==> src/hw/rtl/xtea_pkg.sv <==
`default_nettype none

package xtea_pkg;

   localparam int WordWidth  = 32;
   localparam int CountWidth = 7;
   localparam int AddrWidth  = 5;

   localparam logic [WordWidth-1:0]  XteaDelta  = 32'h9E37_79B9;
   localparam logic [WordWidth-1:0]  KeyReset   = 32'h0000_DEAD;
   localparam logic [CountWidth-1:0] CountReset = 7'd64;

   // register index = paddr[4:2]
   typedef enum logic [2:0] {
      REG_KEY0  = 3'd0,
      REG_KEY1  = 3'd1,
      REG_KEY2  = 3'd2,
      REG_KEY3  = 3'd3,
      REG_COUNT = 3'd4
   } csr_index_type;

   typedef enum logic {
      ST_IDLE = 1'b0,
      ST_RUN  = 1'b1
   } state_type;

   localparam logic CmdEncrypt = 1'b0;
   localparam logic CmdDecrypt = 1'b1;

endpackage

`default_nettype wire

==> src/hw/rtl/xtea_if.sv <==
`default_nettype none

interface xtea_req_if;
   logic                            valid;
   logic                            ready;
   logic                            command;
   logic [xtea_pkg::WordWidth-1:0]  word_first;
   logic [xtea_pkg::WordWidth-1:0]  word_second;

   modport source (output valid, command, word_first, word_second, input ready);
   modport sink   (input valid, command, word_first, word_second, output ready);
endinterface

interface xtea_rsp_if;
   logic                            valid;
   logic                            ready;
   logic [xtea_pkg::WordWidth-1:0]  out_first;
   logic [xtea_pkg::WordWidth-1:0]  out_second;

   modport source (output valid, out_first, out_second, input ready);
   modport sink   (input valid, out_first, out_second, output ready);
endinterface

`default_nettype wire

==> src/hw/rtl/xtea_block_cipher.sv <==
// XTEA cipher, one shared half-round unit: each cycle updates one half of the block.
// N = round_count (0..127) full rounds, each of two half-round updates, before rsp valid.
// A new block is accepted only in idle; the half-round adder chain is the shared unit.
// The next block is accepted while a finished result still waits in the output register.
// Synchronous active-high reset: keys to 0xDEAD, round_count to 64, channels idle.
`default_nettype none

module xtea_block_cipher (
   input  wire                                clock,
   input  wire                                reset,
   xtea_req_if.sink                           req_chan,
   xtea_rsp_if.source                         rsp_chan,
   input  wire                                csr_psel,
   input  wire                                csr_penable,
   input  wire                                csr_pwrite,
   input  wire  [xtea_pkg::AddrWidth-1:0]     csr_paddr,
   input  wire  [xtea_pkg::WordWidth-1:0]     csr_pwdata,
   output logic [xtea_pkg::WordWidth-1:0]     csr_prdata,
   output logic                               csr_pready
);

   logic [xtea_pkg::WordWidth-1:0]  key0_ff, key1_ff, key2_ff, key3_ff;
   logic [xtea_pkg::CountWidth-1:0] count_ff;
   xtea_pkg::csr_index_type         csr_idx;
   logic                            csr_wr;

   xtea_pkg::state_type             state_ff, state_in;
   logic                            dec_ff, dec_in;
   logic                            phase_ff, phase_in;
   logic [xtea_pkg::CountWidth-1:0] iter_ff, iter_in;
   logic [xtea_pkg::WordWidth-1:0]  a_ff, a_in, b_ff, b_in, sum_ff, sum_in;
   logic                            out_valid_ff, out_valid_in;
   logic [xtea_pkg::WordWidth-1:0]  out_first_ff, out_first_in;
   logic [xtea_pkg::WordWidth-1:0]  out_second_ff, out_second_in;

   logic                            req_take, out_free;
   logic                            tgt_is_a;
   logic [xtea_pkg::WordWidth-1:0]  src_w, tgt_w, key_w, mix_w, step_w, res_w, start_sum;
   logic [1:0]                      key_sel;

   function automatic logic [xtea_pkg::WordWidth-1:0] mix_half(
      input logic [xtea_pkg::WordWidth-1:0] w
   );
      return ((w << 4) ^ (w >> 5)) + w;
   endfunction

   // ---------------- configuration port ----------------
   assign csr_pready = 1'b1;
   assign csr_idx    = xtea_pkg::csr_index_type'(csr_paddr[4:2]);
   assign csr_wr     = csr_psel & csr_penable & csr_pwrite & csr_pready;

   always_ff @(posedge clock) begin
      if (reset) begin
         key0_ff  <= xtea_pkg::KeyReset;
         key1_ff  <= xtea_pkg::KeyReset;
         key2_ff  <= xtea_pkg::KeyReset;
         key3_ff  <= xtea_pkg::KeyReset;
         count_ff <= xtea_pkg::CountReset;
      end else if (csr_wr) begin
         unique case (csr_idx)
            xtea_pkg::REG_KEY0:  key0_ff  <= csr_pwdata;
            xtea_pkg::REG_KEY1:  key1_ff  <= csr_pwdata;
            xtea_pkg::REG_KEY2:  key2_ff  <= csr_pwdata;
            xtea_pkg::REG_KEY3:  key3_ff  <= csr_pwdata;
            xtea_pkg::REG_COUNT: count_ff <= csr_pwdata[xtea_pkg::CountWidth-1:0];
            default: ;
         endcase
      end
   end

   always_comb begin
      unique case (csr_idx)
         xtea_pkg::REG_KEY0:  csr_prdata = key0_ff;
         xtea_pkg::REG_KEY1:  csr_prdata = key1_ff;
         xtea_pkg::REG_KEY2:  csr_prdata = key2_ff;
         xtea_pkg::REG_KEY3:  csr_prdata = key3_ff;
         xtea_pkg::REG_COUNT:
            csr_prdata = {{(xtea_pkg::WordWidth-xtea_pkg::CountWidth){1'b0}}, count_ff};
         default:             csr_prdata = '0;
      endcase
   end

   // ---------------- shared half-round unit ----------------
   // encrypt: phase 0 updates a, phase 1 updates b; decrypt the other way round
   always_comb begin
      tgt_is_a = (phase_ff == dec_ff);
      src_w    = tgt_is_a ? b_ff : a_ff;
      tgt_w    = tgt_is_a ? a_ff : b_ff;
      key_sel  = tgt_is_a ? sum_ff[1:0] : sum_ff[12:11];
      unique case (key_sel)
         2'd0:    key_w = key0_ff;
         2'd1:    key_w = key1_ff;
         2'd2:    key_w = key2_ff;
         default: key_w = key3_ff;
      endcase
      mix_w  = mix_half(src_w);
      step_w = mix_w ^ (sum_ff + key_w);
      res_w  = dec_ff ? (tgt_w - step_w) : (tgt_w + step_w);
   end

   assign start_sum = xtea_pkg::XteaDelta *
                      {{(xtea_pkg::WordWidth-xtea_pkg::CountWidth){1'b0}}, count_ff};

   // ---------------- sequencer ----------------
   assign req_chan.ready = (state_ff == xtea_pkg::ST_IDLE);
   assign req_take       = req_chan.valid & req_chan.ready;
   assign out_free       = ~out_valid_ff | rsp_chan.ready;

   always_comb begin
      state_in      = state_ff;
      dec_in        = dec_ff;
      phase_in      = phase_ff;
      iter_in       = iter_ff;
      a_in          = a_ff;
      b_in          = b_ff;
      sum_in        = sum_ff;
      out_valid_in  = out_valid_ff & ~rsp_chan.ready;
      out_first_in  = out_first_ff;
      out_second_in = out_second_ff;

      unique case (state_ff)
         xtea_pkg::ST_IDLE: begin
            if (req_take) begin
               state_in = xtea_pkg::ST_RUN;
               dec_in   = req_chan.command;
               phase_in = 1'b0;
               iter_in  = count_ff;
               a_in     = req_chan.word_first;
               b_in     = req_chan.word_second;
               sum_in   = (req_chan.command == xtea_pkg::CmdDecrypt) ? start_sum : '0;
            end
         end
         xtea_pkg::ST_RUN: begin
            if (iter_ff == '0) begin
               if (out_free) begin
                  out_valid_in  = 1'b1;
                  out_first_in  = a_ff;
                  out_second_in = b_ff;
                  state_in      = xtea_pkg::ST_IDLE;
               end
            end else begin
               if (tgt_is_a) a_in = res_w;
               else          b_in = res_w;
               phase_in = ~phase_ff;
               if (!phase_ff) begin
                  sum_in = dec_ff ? (sum_ff - xtea_pkg::XteaDelta)
                                  : (sum_ff + xtea_pkg::XteaDelta);
               end else begin
                  iter_in = iter_ff - 1'b1;
               end
            end
         end
         default: state_in = xtea_pkg::ST_IDLE;
      endcase
   end

   always_ff @(posedge clock) begin
      if (reset) begin
         state_ff     <= xtea_pkg::ST_IDLE;
         out_valid_ff <= 1'b0;
         phase_ff     <= 1'b0;
         iter_ff      <= '0;
      end else begin
         state_ff     <= state_in;
         out_valid_ff <= out_valid_in;
         phase_ff     <= phase_in;
         iter_ff      <= iter_in;
      end
   end

   always_ff @(posedge clock) begin
      dec_ff        <= dec_in;
      a_ff          <= a_in;
      b_ff          <= b_in;
      sum_ff        <= sum_in;
      out_first_ff  <= out_first_in;
      out_second_ff <= out_second_in;
   end

   assign rsp_chan.valid      = out_valid_ff;
   assign rsp_chan.out_first  = out_first_ff;
   assign rsp_chan.out_second = out_second_ff;

   // ---------------- assertions ----------------
   a_load_count: assert property (@(posedge clock) disable iff (reset)
      req_take |=> (state_ff == xtea_pkg::ST_RUN) && (iter_ff == $past(count_ff))
                   && !phase_ff)
      else $error("iteration counter not loaded on accept");

   a_enc_sum_zero: assert property (@(posedge clock) disable iff (reset)
      (req_take && req_chan.command == xtea_pkg::CmdEncrypt) |=> (sum_ff == '0))
      else $error("encrypt sum not cleared");

   a_iter_dec: assert property (@(posedge clock) disable iff (reset)
      (state_ff == xtea_pkg::ST_RUN && iter_ff != '0 && phase_ff)
      |=> (iter_ff == $past(iter_ff) - 1'b1))
      else $error("iteration counter did not step after second half");

   a_finish: assert property (@(posedge clock) disable iff (reset)
      (state_ff == xtea_pkg::ST_RUN && iter_ff == '0 && out_free)
      |=> (out_valid_ff && state_ff == xtea_pkg::ST_IDLE))
      else $error("finished block not posted to output register");

   a_no_overwrite: assert property (@(posedge clock) disable iff (reset)
      (out_valid_ff && !rsp_chan.ready) |=> $stable(out_first_ff) && $stable(out_second_ff))
      else $error("pending result overwritten");

endmodule

`default_nettype wire
==> src/flat_wrapper.sv <==
// flat-port wrapper written by rule: the top's interface ports become plain ports
module xtea_block_cipher_flat 
  (clock, reset, csr_psel, csr_penable, csr_pwrite, csr_paddr, csr_pwdata, csr_prdata, csr_pready, req_chan_valid, req_chan_command, req_chan_word_first, req_chan_word_second, req_chan_ready, rsp_chan_valid, rsp_chan_out_first, rsp_chan_out_second, rsp_chan_ready);
  xtea_req_if req_chan_i ();
  xtea_rsp_if rsp_chan_i ();
  input  wire clock;
  input  wire reset;
  input  wire csr_psel;
  input  wire csr_penable;
  input  wire csr_pwrite;
  input  wire  [xtea_pkg::AddrWidth-1:0] csr_paddr;
  input  wire  [xtea_pkg::WordWidth-1:0] csr_pwdata;
  output logic [xtea_pkg::WordWidth-1:0] csr_prdata;
  output logic csr_pready;
  input wire logic [$bits(req_chan_i.valid)-1:0] req_chan_valid;
  input wire logic [$bits(req_chan_i.command)-1:0] req_chan_command;
  input wire logic [$bits(req_chan_i.word_first)-1:0] req_chan_word_first;
  input wire logic [$bits(req_chan_i.word_second)-1:0] req_chan_word_second;
  output wire logic [$bits(req_chan_i.ready)-1:0] req_chan_ready;
  output wire logic [$bits(rsp_chan_i.valid)-1:0] rsp_chan_valid;
  output wire logic [$bits(rsp_chan_i.out_first)-1:0] rsp_chan_out_first;
  output wire logic [$bits(rsp_chan_i.out_second)-1:0] rsp_chan_out_second;
  input wire logic [$bits(rsp_chan_i.ready)-1:0] rsp_chan_ready;
  assign req_chan_i.valid = req_chan_valid;
  assign req_chan_i.command = req_chan_command;
  assign req_chan_i.word_first = req_chan_word_first;
  assign req_chan_i.word_second = req_chan_word_second;
  assign req_chan_ready = req_chan_i.ready;
  assign rsp_chan_valid = rsp_chan_i.valid;
  assign rsp_chan_out_first = rsp_chan_i.out_first;
  assign rsp_chan_out_second = rsp_chan_i.out_second;
  assign rsp_chan_i.ready = rsp_chan_ready;
  xtea_block_cipher u_core (.clock(clock), .reset(reset), .req_chan(req_chan_i), .rsp_chan(rsp_chan_i), .csr_psel(csr_psel), .csr_penable(csr_penable), .csr_pwrite(csr_pwrite), .csr_paddr(csr_paddr), .csr_pwdata(csr_pwdata), .csr_prdata(csr_prdata), .csr_pready(csr_pready));
endmodule
==> config.mk <==
export PLATFORM = sky130hd
export DESIGN_NAME = xtea_block_cipher_flat
export DESIGN_NICKNAME = d
export VERILOG_FILES = /design/src/hw/rtl/xtea_pkg.sv /design/src/hw/rtl/xtea_if.sv /design/src/hw/rtl/xtea_block_cipher.sv /design/src/flat_wrapper.sv
export SDC_FILE = /design/constraint.sdc
export NUM_CORES = 1
export LEC_CHECK = 0
export BUFFER_PORTS_ARGS = -buffer_cell sky130_fd_sc_hd__buf_2
export CAP_MARGIN = 20
export CORE_ASPECT_RATIO = 1.5
export CORE_MARGIN = 4
export CORE_UTILIZATION = 62
export CTS_CLUSTER_DIAMETER = 50
export CTS_CLUSTER_SIZE = 28
export DETAILED_ROUTE_END_ITERATION = 7
export PLACE_DENSITY_LB_ADDON = 0.3
export REMOVE_ABC_BUFFERS = 1
export SLEW_MARGIN = 30
export SYNTH_ARGS = -nofsm -noshare
export SYNTH_HDL_FRONTEND = slang
export SYNTH_SLANG_ARGS = --single-unit
==> constraint.sdc <==
create_clock -name clock -period 20.1 [get_ports clock]
set_input_delay 3.015 -clock clock [delete_from_list [all_inputs] [get_ports clock]]
set_output_delay 3.015 -clock clock [all_outputs]
set_load 0.005 [all_outputs]
Yosys cells after proc, flatten, opt, wreduce, memory -nomap -nowiden:

Index checks and enable logic that the tools add are counted.

* $add $sub $neg: 7
* multipliers: 1
* equal/unequal tests: 13
* multiplexer cells: 34
* bitwise logic cells: 11
* reductions and logical operators: 15

Operator list (count)
* $mux 32: 14
* $pmux 32 s2: 3
* $pmux 32 s5: 1
* $add 32x32->32: 3
* $pmux 32 s3: 1
* $add 32x32->32 const B: 1
* $mul 32x7->32 const A: 1
* $sub 32x32->32: 1
* $sub 32x32->32 const B: 1
* $xor 32x27->32: 1
* $xor 32x32->32: 1
* $mux 7: 3
* $reduce_and 3->1: 5
* $pmux 7 s2: 1
* $reduce_and 2->1: 7
* $ne 2x2->1 const B: 6
* $mux 1: 8
* $logic_not 7->1: 1
* $sub 7x1->7 const B: 1
* $eq 3x2->1 const B: 2
* $and 1x1->1: 4
* $not 1->1: 4
* $pmux 1 s2: 2
* $eq 3x1->1 const B: 1
* 8 further kinds: 8

* register bits after elaboration: 306
* bits of input ports: 109
* output and inout bits: 99
* word-level logic and storage cells: 96

Depth between registers and ports, before layout:

Gate-level depths: netlist of run 1.

* depth in word-level cells: 11
* mapped depth: 33
* depth with buffers taken out: 30

Worst setup path after synthesis of run 1:

No wires, ideal clock.

* kind: register to register
* from: register u_core.dec_ff
* to: register u_core.a_ff[31] (netlist bit) (data pin)
* library setup time: 0.264 ns
* data arrival time: 8.050 ns
* data required time: 19.836 ns
* path slack: 11.786 ns
* cell stages (with the launch flop): 33
* buffers on the path: 2
* clock period less this slack: 8.314 ns
* cells stage by stage: edfxtp_1 clkbuf_1 xor2_1 nor2_1 a21oi_1 clkbuf_1 mux4_2 ha_1 fa_1 nand3_1 nand2_1 xnor3_1 nand2_1 nor3_1 nand3_1 or4_1 nor3_1 and2_1 nor2_1 xor2_1 ha_1 and2_1 nand2_1 o311ai_1 nor4_1 o21ai_0 a221oi_1 o21ai_1 a2111oi_0 nor2_1 xnor3_1 xnor2_1 o21ai_1

* word-level cells in the longest chain between the ends: 11
* elaborated cells on any way between the ends: 18
* classes of those cells: add/sub: 4; eq/ne: 3; mux: 8; bitwise: 2; reduce/logical: 1

RTL lines
* start: declaration: RTL line xtea_block_cipher.sv:28 `logic dec_ff, dec_in;`
* start signal: assignment: RTL line xtea_block_cipher.sv:172 `dec_ff <= dec_in;`
* $eq 1x1->1: RTL line xtea_block_cipher.sv:86 `tgt_is_a = (phase_ff == dec_ff);`
* $mux 2: RTL line xtea_block_cipher.sv:89 `key_sel = tgt_is_a ? sum_ff[1:0] : sum_ff[12:11];`
* $eq 2x2->1 (tied with other cells): RTL line xtea_block_cipher.sv:90 `unique case (key_sel)`
* $pmux 32 s3: RTL line xtea_block_cipher.sv:90
* $add 32x32->32: RTL line xtea_block_cipher.sv:97 `step_w = mix_w ^ (sum_ff + key_w);`
* $xor 32x32->32: RTL line xtea_block_cipher.sv:97
* $add 32x32->32 or $sub 32x32->32 (tied branches): RTL line xtea_block_cipher.sv:98 `res_w = dec_ff ? (tgt_w - step_w) : (tgt_w + step_w);`
* $mux 32 (*): RTL line xtea_block_cipher.sv:98
* $mux 32 (*): RTL line xtea_block_cipher.sv:142 `if (tgt_is_a) a_in = res_w;`
* $mux 32 (*): RTL line xtea_block_cipher.sv:134 `if (iter_ff == '0) begin`
* $pmux 32 s2 (*): RTL line xtea_block_cipher.sv:121 `unique case (state_ff)`
* named net u_core.a_in, one bit: RTL line xtea_block_cipher.sv:31 `logic [xtea_pkg::WordWidth-1:0] a_ff, a_in, b_ff, b_in, sum_ff, sum_in;`
* end signal: assignment: RTL line xtea_block_cipher.sv:173 `a_ff <= a_in;`
* end: declaration: RTL line xtea_block_cipher.sv:31

Mark *: on every way through the listed nets, which the timed path passes. The rest lies on a longest branch. The select of a mux whose other input is x is not followed.
A chain may end at the register's enable or synchronous reset.

Final worst setup path of run 1:

* from: register u_core.dec_ff
* to: register u_core.b_ff[31] (netlist bit) (data pin)

* word-level cells in the longest chain between the ends: 11
* elaborated cells on any way between the ends: 18
* classes of those cells: add/sub: 4; eq/ne: 3; mux: 8; bitwise: 2; reduce/logical: 1

RTL lines
* $eq 1x1->1: RTL line xtea_block_cipher.sv:86
* $mux 2: RTL line xtea_block_cipher.sv:89
* $eq 2x2->1 (tied with other cells): RTL line xtea_block_cipher.sv:90
* $pmux 32 s3: RTL line xtea_block_cipher.sv:90
* $add 32x32->32: RTL line xtea_block_cipher.sv:97
* $xor 32x32->32: RTL line xtea_block_cipher.sv:97
* $add 32x32->32 or $sub 32x32->32 (tied branches): RTL line xtea_block_cipher.sv:98
* $mux 32 (*): RTL line xtea_block_cipher.sv:98
* $mux 32 (*): RTL line xtea_block_cipher.sv:142
* $mux 32 (*): RTL line xtea_block_cipher.sv:134
* $pmux 32 s2 (*): RTL line xtea_block_cipher.sv:121
* named net u_core.b_in, one bit: RTL line xtea_block_cipher.sv:31
* end signal: assignment: RTL line xtea_block_cipher.sv:174 `b_ff <= b_in;`
* end: declaration: RTL line xtea_block_cipher.sv:31

Marked as above.

==> results of run 1 <==
-- kinds of logic (layout without fill, tap and decap cells) --
group	count (synthesis)	in the layout
buf+inv	289	457
flops	306	306
fa+ha+maj	249	249
xor+xnor	228	228
simple gates	834	834
other cells	1	1
compound gates	665	665
mux	64	64
-- cells in the mapped netlist (13+ instances only) --
master    instances
fa_1             49
inv_1           185
a21o_1           52
dfxtp_1         145
clkbuf_1         98
nor2b_1          27
a211oi_1         16
and2_1           14
a22oi_1          17
nor2_1           88
xor2_1           84
a31oi_1          20
nand2b_1         28
o21a_1           22
a21oi_1         225
and3_1           18
nand3b_1         48
a22o_1           24
a221o_1          26
nor3_1           20
nand2_1         515
o21ai_0         124
mux4_2           32
edfxtp_1        161
xnor2_1         135
ha_1            200
o21bai_1         14
mux2i_1          23
o31ai_1          13
nand3_1          28
o22ai_1          29
-- registers in the layout, indices dropped and copies added, names as in the netlist, 7 cells and up --
signal                      count
u_core.a_ff                    32
u_core.key1_ff                 32
u_core.key0_ff                 32
u_core.sum_ff                  32
u_core.rsp_chan.out_second     32
u_core.key3_ff                 32
u_core.b_ff                    32
u_core.key2_ff                 32
u_core.count_ff                 7
u_core.iter_ff                  7
u_core.rsp_chan.out_first      32
-- critical path: cells and delay by family (launching register included) --
kind / cells / cell delay [ps]
flops: 1 / 330
fa+ha+maj: 3 / 1110
buf+inv: 4 / 1520
compound gates: 9 / 2510
simple gates: 11 / 2360
xor+xnor: 6 / 1470
-- metrics by stage --
step	area [um^2]	std cells
floorplan	23200	2532
global placement	25000	3245
detailed placement	25100	3247
CTS	26000	3293
global route	26000	3293
finish	26000	3293
-- cell type report --
type | instances | area (um^2) | share of cell area [%]
clock buffers | 26 | 629 | 2.42
clock inverters | 20 | 248 | 0.954
inverters | 185 | 694 | 2.68
multi-input cells | 2041 | 14800 | 57.0
flip-flops and latches | 306 | 7740 | 29.8
well taps | 489 | 612 | 2.36
repair buffers | 226 | 1230 | 4.75
-- worst max path at each step --
| stage | start | end |
|---|---|---|
| floorplan | u_core.dec_ff$_DFFE_PP_ | u_core.a_ff[31]$_DFFE_PP_ |
| global placement | u_core.dec_ff$_DFFE_PP_ | u_core.b_ff[31]$_DFFE_PP_ |
| detailed placement | u_core.dec_ff$_DFFE_PP_ | u_core.b_ff[31]$_DFFE_PP_ |
| CTS | u_core.dec_ff$_DFFE_PP_ | u_core.b_ff[31]$_DFFE_PP_ |
| global route | u_core.dec_ff$_DFFE_PP_ | u_core.b_ff[31]$_DFFE_PP_ |
| finish | u_core.dec_ff$_DFFE_PP_ | u_core.b_ff[31]$_DFFE_PP_ |
-- routing by layer --
layer | vias to the layer above | routed length, um | part of all wire, %
met4 | 0 | 2950 | 4.7
li1 | 9612 | - | -
met2 | 753 | 33200 | 52
met3 | 184 | 3760 | 5.9
met1 | 9623 | 23400 | 37
met5 | - | 0 | 0
==> metrics, run 1 <==
status completed; IO buf count 204; io pins 208; WL final 63300 um; #FFs+latches synth 306; Post-CTS Setup Inserts 0; global route total overflow 0; adder-cell share of the synthesized area 14.8%; Compound-Gate Fraction of Synth Area 18.3%; CTS tree done; CP Launch Type flip-flop; relative slew slack 40.7%; H-tree levels 1; largest net degree at the start of global routing 111; Critical Path RT 20400 ps; gr busiest metal met2; final worst slack 10510 ps; critical path class reg2reg; Clock transition at path regs 80 ps; fmax 0.104 GHz; Hold Path Depth 2; CP dominant cell by count nand2_1; number of global-route vias before repair 20500; max-cap violations 0; Mapped Avg Cell Area 8.93 um^2; Area Growth Syn to Fin 10.2%; GRT Overall Usage 29.7%; max incr delay on CP 640 ps; Routability Congestion 0.981; unrepaired setup endpoints after global routing false; Worst Hold Endpoint u_core.key2_ff[13]$_SDFFE_PP0P_; commonest non-fill, non-tap cell in the layout nand2_1; CP endpoint kind flip-flop; crit share post-route 47.7%; Reg2Reg Setup Slack 10510 ps; crit-path max FO 65; fillers 2966; clock latency on the worst-skew pair 580 ps; worst-margin pin slew 888 ps; Die Wd 167 um; largest cells by area after synthesis edfxtp_1 21%, dfxtp_1 12%, ha_1 11%, nand2_1 8.2%, xnor2_1 5.0%; Min Hold Slack 471 ps; Final Max Tran Viols 0; TritonCTS buffer count 25; R2R depth 33; Via density 6.13; HP Start u_core.key2_ff[13]$_SDFFE_PP0P_; first-pass detailed-route iteration total 7; Nets 3143; residual DRC count 0; worst reg2reg endpoint u_core.b_ff[31]$_DFFE_PP_; die height 247 um; vias post-DR 20200; hold violation total from the final report 0; Distinct cells, synth 86; met2 GRT Util 55.8%; Post-Route Skew 20.2 ps; initial antenna violation count 0; crit path DAT 9890 ps; TNS Setup 0 ps; die area 0.0412 mm^2; mux share of post-synthesis cell area 4.47%; pre-CTS setup slack 10720 ps; first-pass GRT wire length 101000 um; Simple-Gate Fraction of Synth Area 16.0%; number of synthesized flops with an enable pin 161; buffer depth of the longest clock path 3; minimum clock period 9590 ps; setup violators final 0; fin util 69.1%; Post-Syn Instances 2636; sequential cell area fraction in the yosys report 32.9%; main combinational cell family by area after synthesis compound AO/OA/AOI/OAI gates; post-CTS sizing 0; core area 0.0376 mm^2; Warnings, synthesis 0; Initial Util 62.7%; Crit-path slowest cell buf_4; top-area cell type share of the netlist area 20.5%; DP HPWL 47600 um; antenna cells 0; CTS Root Cell clkbuf_16; Reg2Reg Launch Point u_core.dec_ff$_DFFE_PP_; most frequent cells in the layout 514 x nand2_1, 223 x a21oi_1, 203 x buf_2; CTS Hold Bufs 0; HP Class reg2reg; initial DRC count 1363; grt met1 use 32.9%; # rows 87; DR WL/cell 19.2 um; asr flop ratio synth 0%; Yosys top cell by area edfxtp_1; share of cells above drive strength 1 13.0%; M3 GR Usage 3.44%; Post-Synth XOR/XNOR Area 8.93%; Antenna Violating Nets Remaining 0; Synth Flop Type edfxtp_1; clock sink total 306; Mapped Area 0.0235 mm^2
Power of run 1 is not shown: default switching activity piles up to over one toggle a cycle in this logic, so the estimate is an artifact.
==> inputs of run 2 (changes only) <==
==> constraint.sdc (replaced) <==
create_clock -name clock -period 9.5 [get_ports clock]
set_input_delay 1.425 -clock clock [delete_from_list [all_inputs] [get_ports clock]]
set_output_delay 1.425 -clock clock [all_outputs]
set_load 0.005 [all_outputs]
==> run 2 against run 1 <==
Net effect: utilization is 0.077 points higher; critical path depth down 1; cell count barely moved; global-route usage shrank 0.30 points; final area grew 0.11%; critical endpoint unchanged.
==> metrics, run 2 (synthesis results as in run 1) <==
DR WL/cell 19.1 um (was 19.2 um); met3 wire len 3740 um (was 3760 um); max layer used met4 (unchanged); worst reg2reg endpoint u_core.b_ff[31]$_DFFE_PP_ (unchanged); minimum clock period 8770 ps (was 9590 ps); area of the multi-input gates 0.0148 mm^2 (about the same); TritonCTS buffer count 23 (was 25); crit path DAT 9080 ps (was 9890 ps); Initial Util 62.7% (unchanged); core area 0.0376 mm^2 (unchanged); Hold Path Depth 2 (unchanged); metal2 WL 32700 um (was 33200 um); Routability Congestion 0.972 (was 0.981); Nets 3146 (was 3143); max-cap violations 0 (unchanged); initial antenna violation count 0 (unchanged); DP HPWL 48000 um (was 47600 um); R2R depth 32 (was 33); CTS Hold Bufs 0 (unchanged); WL final 63000 um (was 63300 um); crit-path max FO 25 (was 65); setup violators final 0 (unchanged); Crit path max-delay family compound AO/OA/AOI/OAI gates (unchanged); io pins 208 (unchanged); Area Growth Syn to Fin 10.4% (was 10.2%); residual DRC count 0 (unchanged); CTS Root Cell clkbuf_16 (unchanged); Min Hold Slack 470 ps (was 471 ps); Antenna Violating Nets Remaining 0 (unchanged); Finished Layout Cells 3295 (was 3293); H-tree levels 1 (unchanged); # rows 87 (unchanged); TNS Setup 0 ps (unchanged); max incr delay on CP 590 ps (was 640 ps); largest net degree at the start of global routing 112 (was 111); global route total overflow 0 (unchanged); Reg2Reg Launch Point u_core.phase_ff$_SDFFE_PP0P_ (was u_core.dec_ff$_DFFE_PP_); CP Launch Type flip-flop (unchanged); Placed Cells 3252 (was 3247); Clock transition at path regs 90 ps (was 80 ps); crit share post-route 92.4% (was 47.7%); worst-margin pin slew 908 ps (was 888 ps); IO buf count 204 (unchanged); status completed (unchanged); Critical path buffers and inverters 3 (was 4); CTS tree done (unchanged); HP Start u_core.iter_ff[1]$_SDFFE_PP0P_ (was u_core.key2_ff[13]$_SDFFE_PP0P_); CP endpoint kind flip-flop (unchanged); vias post-DR 20100 (was 20200); Worst Hold Endpoint u_core.iter_ff[1]$_SDFFE_PP0P_ (was u_core.key2_ff[13]$_SDFFE_PP0P_); critical path class reg2reg (unchanged); most frequent cells in the layout 515 x nand2_1, 223 x a21oi_1, 203 x buf_2 (was 514 x nand2_1, 223 x a21oi_1, 203 x buf_2); unrepaired setup endpoints after global routing false (unchanged); Crit-path slowest cell or4_1 (was buf_4); Post-CTS Setup Inserts 0 (unchanged); Die Wd 167 um (unchanged); HP Class reg2reg (unchanged); share of cells above drive strength 1 13.0% (about the same); post-CTS sizing 0 (unchanged); commonest non-fill, non-tap cell in the layout nand2_1 (unchanged); fin util 69.2% (was 69.1%); Post-Route Skew 25.1 ps (was 20.2 ps); die height 247 um (unchanged); first-pass detailed-route iteration total 6 (was 7); sequential cell area 0.00774 mm^2 (unchanged); GRT Overall Usage 29.4% (was 29.7%); clock sink total 306 (unchanged); relative slew slack 39.4% (was 40.7%); Reg2Reg Setup Slack 730 ps (was 10510 ps); number of global-route vias before repair 20400 (was 20500); buffer depth of the longest clock path 3 (unchanged); first-pass GRT wire length 100000 um (was 101000 um); Via density 6.11 (was 6.13); die area 0.0412 mm^2 (unchanged); Routed met1 length 23200 um (was 23400 um); fmax 0.114 GHz (was 0.104 GHz); Critical Path RT 9810 ps (was 20400 ps); fillers 2947 (was 2966); hold violation total from the final report 0 (unchanged); clock latency on the worst-skew pair 580 ps (about the same); initial DRC count 1291 (was 1363); Final Max Tran Viols 0 (unchanged)
[run 2: worst max-delay path by stage]
stage	end	start	depth (start not counted)
finish	u_core.b_ff[31]$_DFFE_PP_	u_core.phase_ff$_SDFFE_PP0P_	32
global route	u_core.a_ff[31]$_DFFE_PP_	u_core.phase_ff$_SDFFE_PP0P_	29
CTS	u_core.b_ff[31]$_DFFE_PP_	u_core.phase_ff$_SDFFE_PP0P_	32
detailed placement	u_core.b_ff[31]$_DFFE_PP_	u_core.phase_ff$_SDFFE_PP0P_	29
global placement	u_core.a_ff[31]$_DFFE_PP_	u_core.phase_ff$_SDFFE_PP0P_	32
floorplan	u_core.a_ff[31]$_DFFE_PP_	u_core.dec_ff$_DFFE_PP_	29
[run 2: tightest hold or removal path, cell delays in order, from the launching register on]
cell     delay, ps
dfxtp_1        330
nand2_1         50
a21oi_1         50
[run 2: layer usage]
layer  vias to the layer above  track usage [%]
li1                       9605                -
met1                      9539             32.5
met2                       800             54.5
met3                       194             3.68
met4                         0             16.1
met5                         -                0
[run 2: area by class of cell]
cell class | instances | area share, %
multi-input cells | 2041 | 56.9
flip-flops and latches | 306 | 29.8
repair buffers | 231 | 4.89
inverters | 185 | 2.67
well taps | 489 | 2.35
diodes | 1 | 0.00963
clock inverters | 17 | 0.939
clock buffers | 25 | 2.41
[run 2: metrics by stage]
stage / worst slack (ps) / area [um^2]
floorplan: -3750 / 23200
finish: 726 / 26000
detailed placement: 852 / 25100
CTS: 822 / 26000
global placement: 1040 / 25100
global route: 98.4 / 26000
Power of run 2 is left out for the same reason.
==> inputs of run 3 (changes only) <==
--- a/config.mk
+++ b/config.mk
@@ -5,7 +5,7 @@
 export SDC_FILE = /design/constraint.sdc
 export NUM_CORES = 1
 export LEC_CHECK = 0
-export BUFFER_PORTS_ARGS = -buffer_cell sky130_fd_sc_hd__buf_2
+export BUFFER_PORTS_ARGS = -buffer_cell sky130_fd_sc_hd__buf_4
 export CAP_MARGIN = 20
 export CORE_ASPECT_RATIO = 1.5
 export CORE_MARGIN = 4
==> run 3 against run 2 <==
Net effect: register-to-register slack worse by 20 ps; via count about the same; critical path depth is 2 lower; largest cell class unchanged; highest routed layer is now met5.
==> metrics, run 3 (synthesis results as in run 1) <==
TritonCTS buffer count 25 (was 23); buffer depth of the longest clock path 3 (unchanged); Final Max Tran Viols 0 (unchanged); crit share post-route 92.5% (was 92.4%); core area 0.0376 mm^2 (unchanged); crit-path max FO 11 (was 25); Antenna Violating Nets Remaining 0 (unchanged); GRT Overall Usage 30.3% (was 29.4%); Placed Cells 3248 (was 3252); max incr delay on CP 640 ps (was 590 ps); Critical Path RT 9800 ps (was 9810 ps); fmax 0.114 GHz (about the same); Post-Route Skew 15.5 ps (was 25.1 ps); Initial Util 62.7% (unchanged); initial DRC count 1300 (was 1291); HP Class reg2reg (unchanged); residual DRC count 0 (unchanged); TNS Setup 0 ps (unchanged); WL final 64100 um (was 63000 um); status completed (unchanged); CTS Hold Bufs 0 (unchanged); first-pass GRT wire length 103000 um (was 100000 um); Routability Congestion 0.954 (was 0.972); Die Wd 167 um (unchanged); gr busiest metal met2 (unchanged); worst-margin pin slew 949 ps (was 908 ps); setup violators final 0 (unchanged); Nets 3150 (was 3146); Final Cell Area 0.0265 mm^2 (was 0.0260 mm^2); first-pass detailed-route iteration total 6 (unchanged); Via density 6.11 (about the same); Crit-path slowest cell a21oi_2 (was or4_1); fillers 2946 (was 2947); global route total overflow 0 (unchanged); # rows 87 (unchanged); Area Growth Syn to Fin 12.7% (was 10.4%); DP HPWL 48300 um (was 48000 um); grt met1 use 33.1% (was 32.5%); Clock transition at path regs 80 ps (was 90 ps); number of global-route vias before repair 20800 (was 20400); vias post-DR 20100 (about the same); unrepaired setup endpoints after global routing false (unchanged); max-cap violations 0 (unchanged); relative slew slack 36.7% (was 39.4%); clock latency on the worst-skew pair 570 ps (was 580 ps); clock sink total 306 (unchanged); CTS Root Cell clkbuf_16 (unchanged); IO buf count 204 (unchanged); DR WL/cell 19.4 um (was 19.1 um); dpl cell area 0.0256 mm^2 (was 0.0251 mm^2); H-tree levels 1 (unchanged); largest net degree at the start of global routing 112 (unchanged); met2 GRT Util 56.7% (was 54.5%); Finished Layout Cells 3300 (was 3295); CP Launch Type flip-flop (unchanged); M3 GR Usage 3.92% (was 3.68%); pre-CTS setup slack 460 ps (was 852 ps); hold violation total from the final report 0 (unchanged); most frequent cells in the layout 515 x nand2_1, 228 x buf_4, 223 x a21oi_1 (was 515 x nand2_1, 223 x a21oi_1, 203 x buf_2); final worst slack 710 ps (was 726 ps); critical path class reg2reg (unchanged); commonest non-fill, non-tap cell in the layout nand2_1 (unchanged); initial antenna violation count 1 (was 0); minimum clock period 8790 ps (was 8770 ps); CTS tree done (unchanged); die height 247 um (unchanged); die area 0.0412 mm^2 (unchanged); CP endpoint kind flip-flop (unchanged); crit path DAT 9090 ps (was 9080 ps); io pins 208 (unchanged); share of cells above drive strength 1 13.2% (was 13.0%)
-- run 3: cell count changes in the layout (fill, tap and decap cells not counted), moves of 2 or more --
| cell | delta |
|---|---|
| inv_8 | +2 |
| clkinv_1 | +2 |
| inv_6 | -3 |
| buf_4 | +203 |
| clkinv_8 | +2 |
| buf_2 | -203 |
-- run 3: repair_timing --
item / 4_1_cts / 5_1_grt
endpoints found under the setup margin: 0 / 2
setup buffers: 0 / 6
gates resized for setup: 0 / 4
-- run 3: metal layers --
layer,up-vias,wire length [um]
li1,9606,-
met1,9605,23600
met2,732,33500
met3,203,3690
met4,2,3280
met5,-,20
-- run 3: final timing paths --
path | startpoint | end | slack [ps] | cells after the start
worst max-delay path | u_core.dec_ff$_DFFE_PP_ | u_core.a_ff[31]$_DFFE_PP_ | 710 | 30
worst min-delay path | u_core.key2_ff[21]$_SDFFE_PP0P_ | u_core.key2_ff[21]$_SDFFE_PP0P_ | 480 | 2
worst max register to register | u_core.dec_ff$_DFFE_PP_ | u_core.a_ff[31]$_DFFE_PP_ | 710 | 30
worst min register to register | u_core.key2_ff[21]$_SDFFE_PP0P_ | u_core.key2_ff[21]$_SDFFE_PP0P_ | 480 | 2
-- run 3: metrics by stage --
step | util (%) | hold slack (ps)
global route | 70.7 | 493
floorplan | - | 435
global placement | 68.0 | 450
CTS | 70.5 | 475
detailed placement | 68.1 | 462
finish | 70.7 | 476
-- run 3: worst max-delay path: cells and delay by family, from the launching register on --
| kind | cells | cell delay (ps) |
|---|---|---|
| compound gates | 11 | 3530 |
| flops | 1 | 470 |
| mux | 1 | 450 |
| simple gates | 10 | 1570 |
| fa+ha+maj | 3 | 990 |
| xor+xnor | 5 | 1530 |
-- run 3: layout make-up --
| class | count | area, um^2 | area share [%] |
|---|---|---|---|
| well taps | 489 | 612 | 2.30 |
| repair buffers | 233 | 1810 | 6.83 |
| clock buffers | 27 | 654 | 2.47 |
| multi-input cells | 2041 | 14800 | 55.7 |
| inverters | 185 | 698 | 2.63 |
| diodes | 1 | 2.50 | 0.00943 |
| clock inverters | 18 | 226 | 0.853 |
| flip-flops and latches | 306 | 7740 | 29.2 |
Power of run 3 is left out for the same reason.
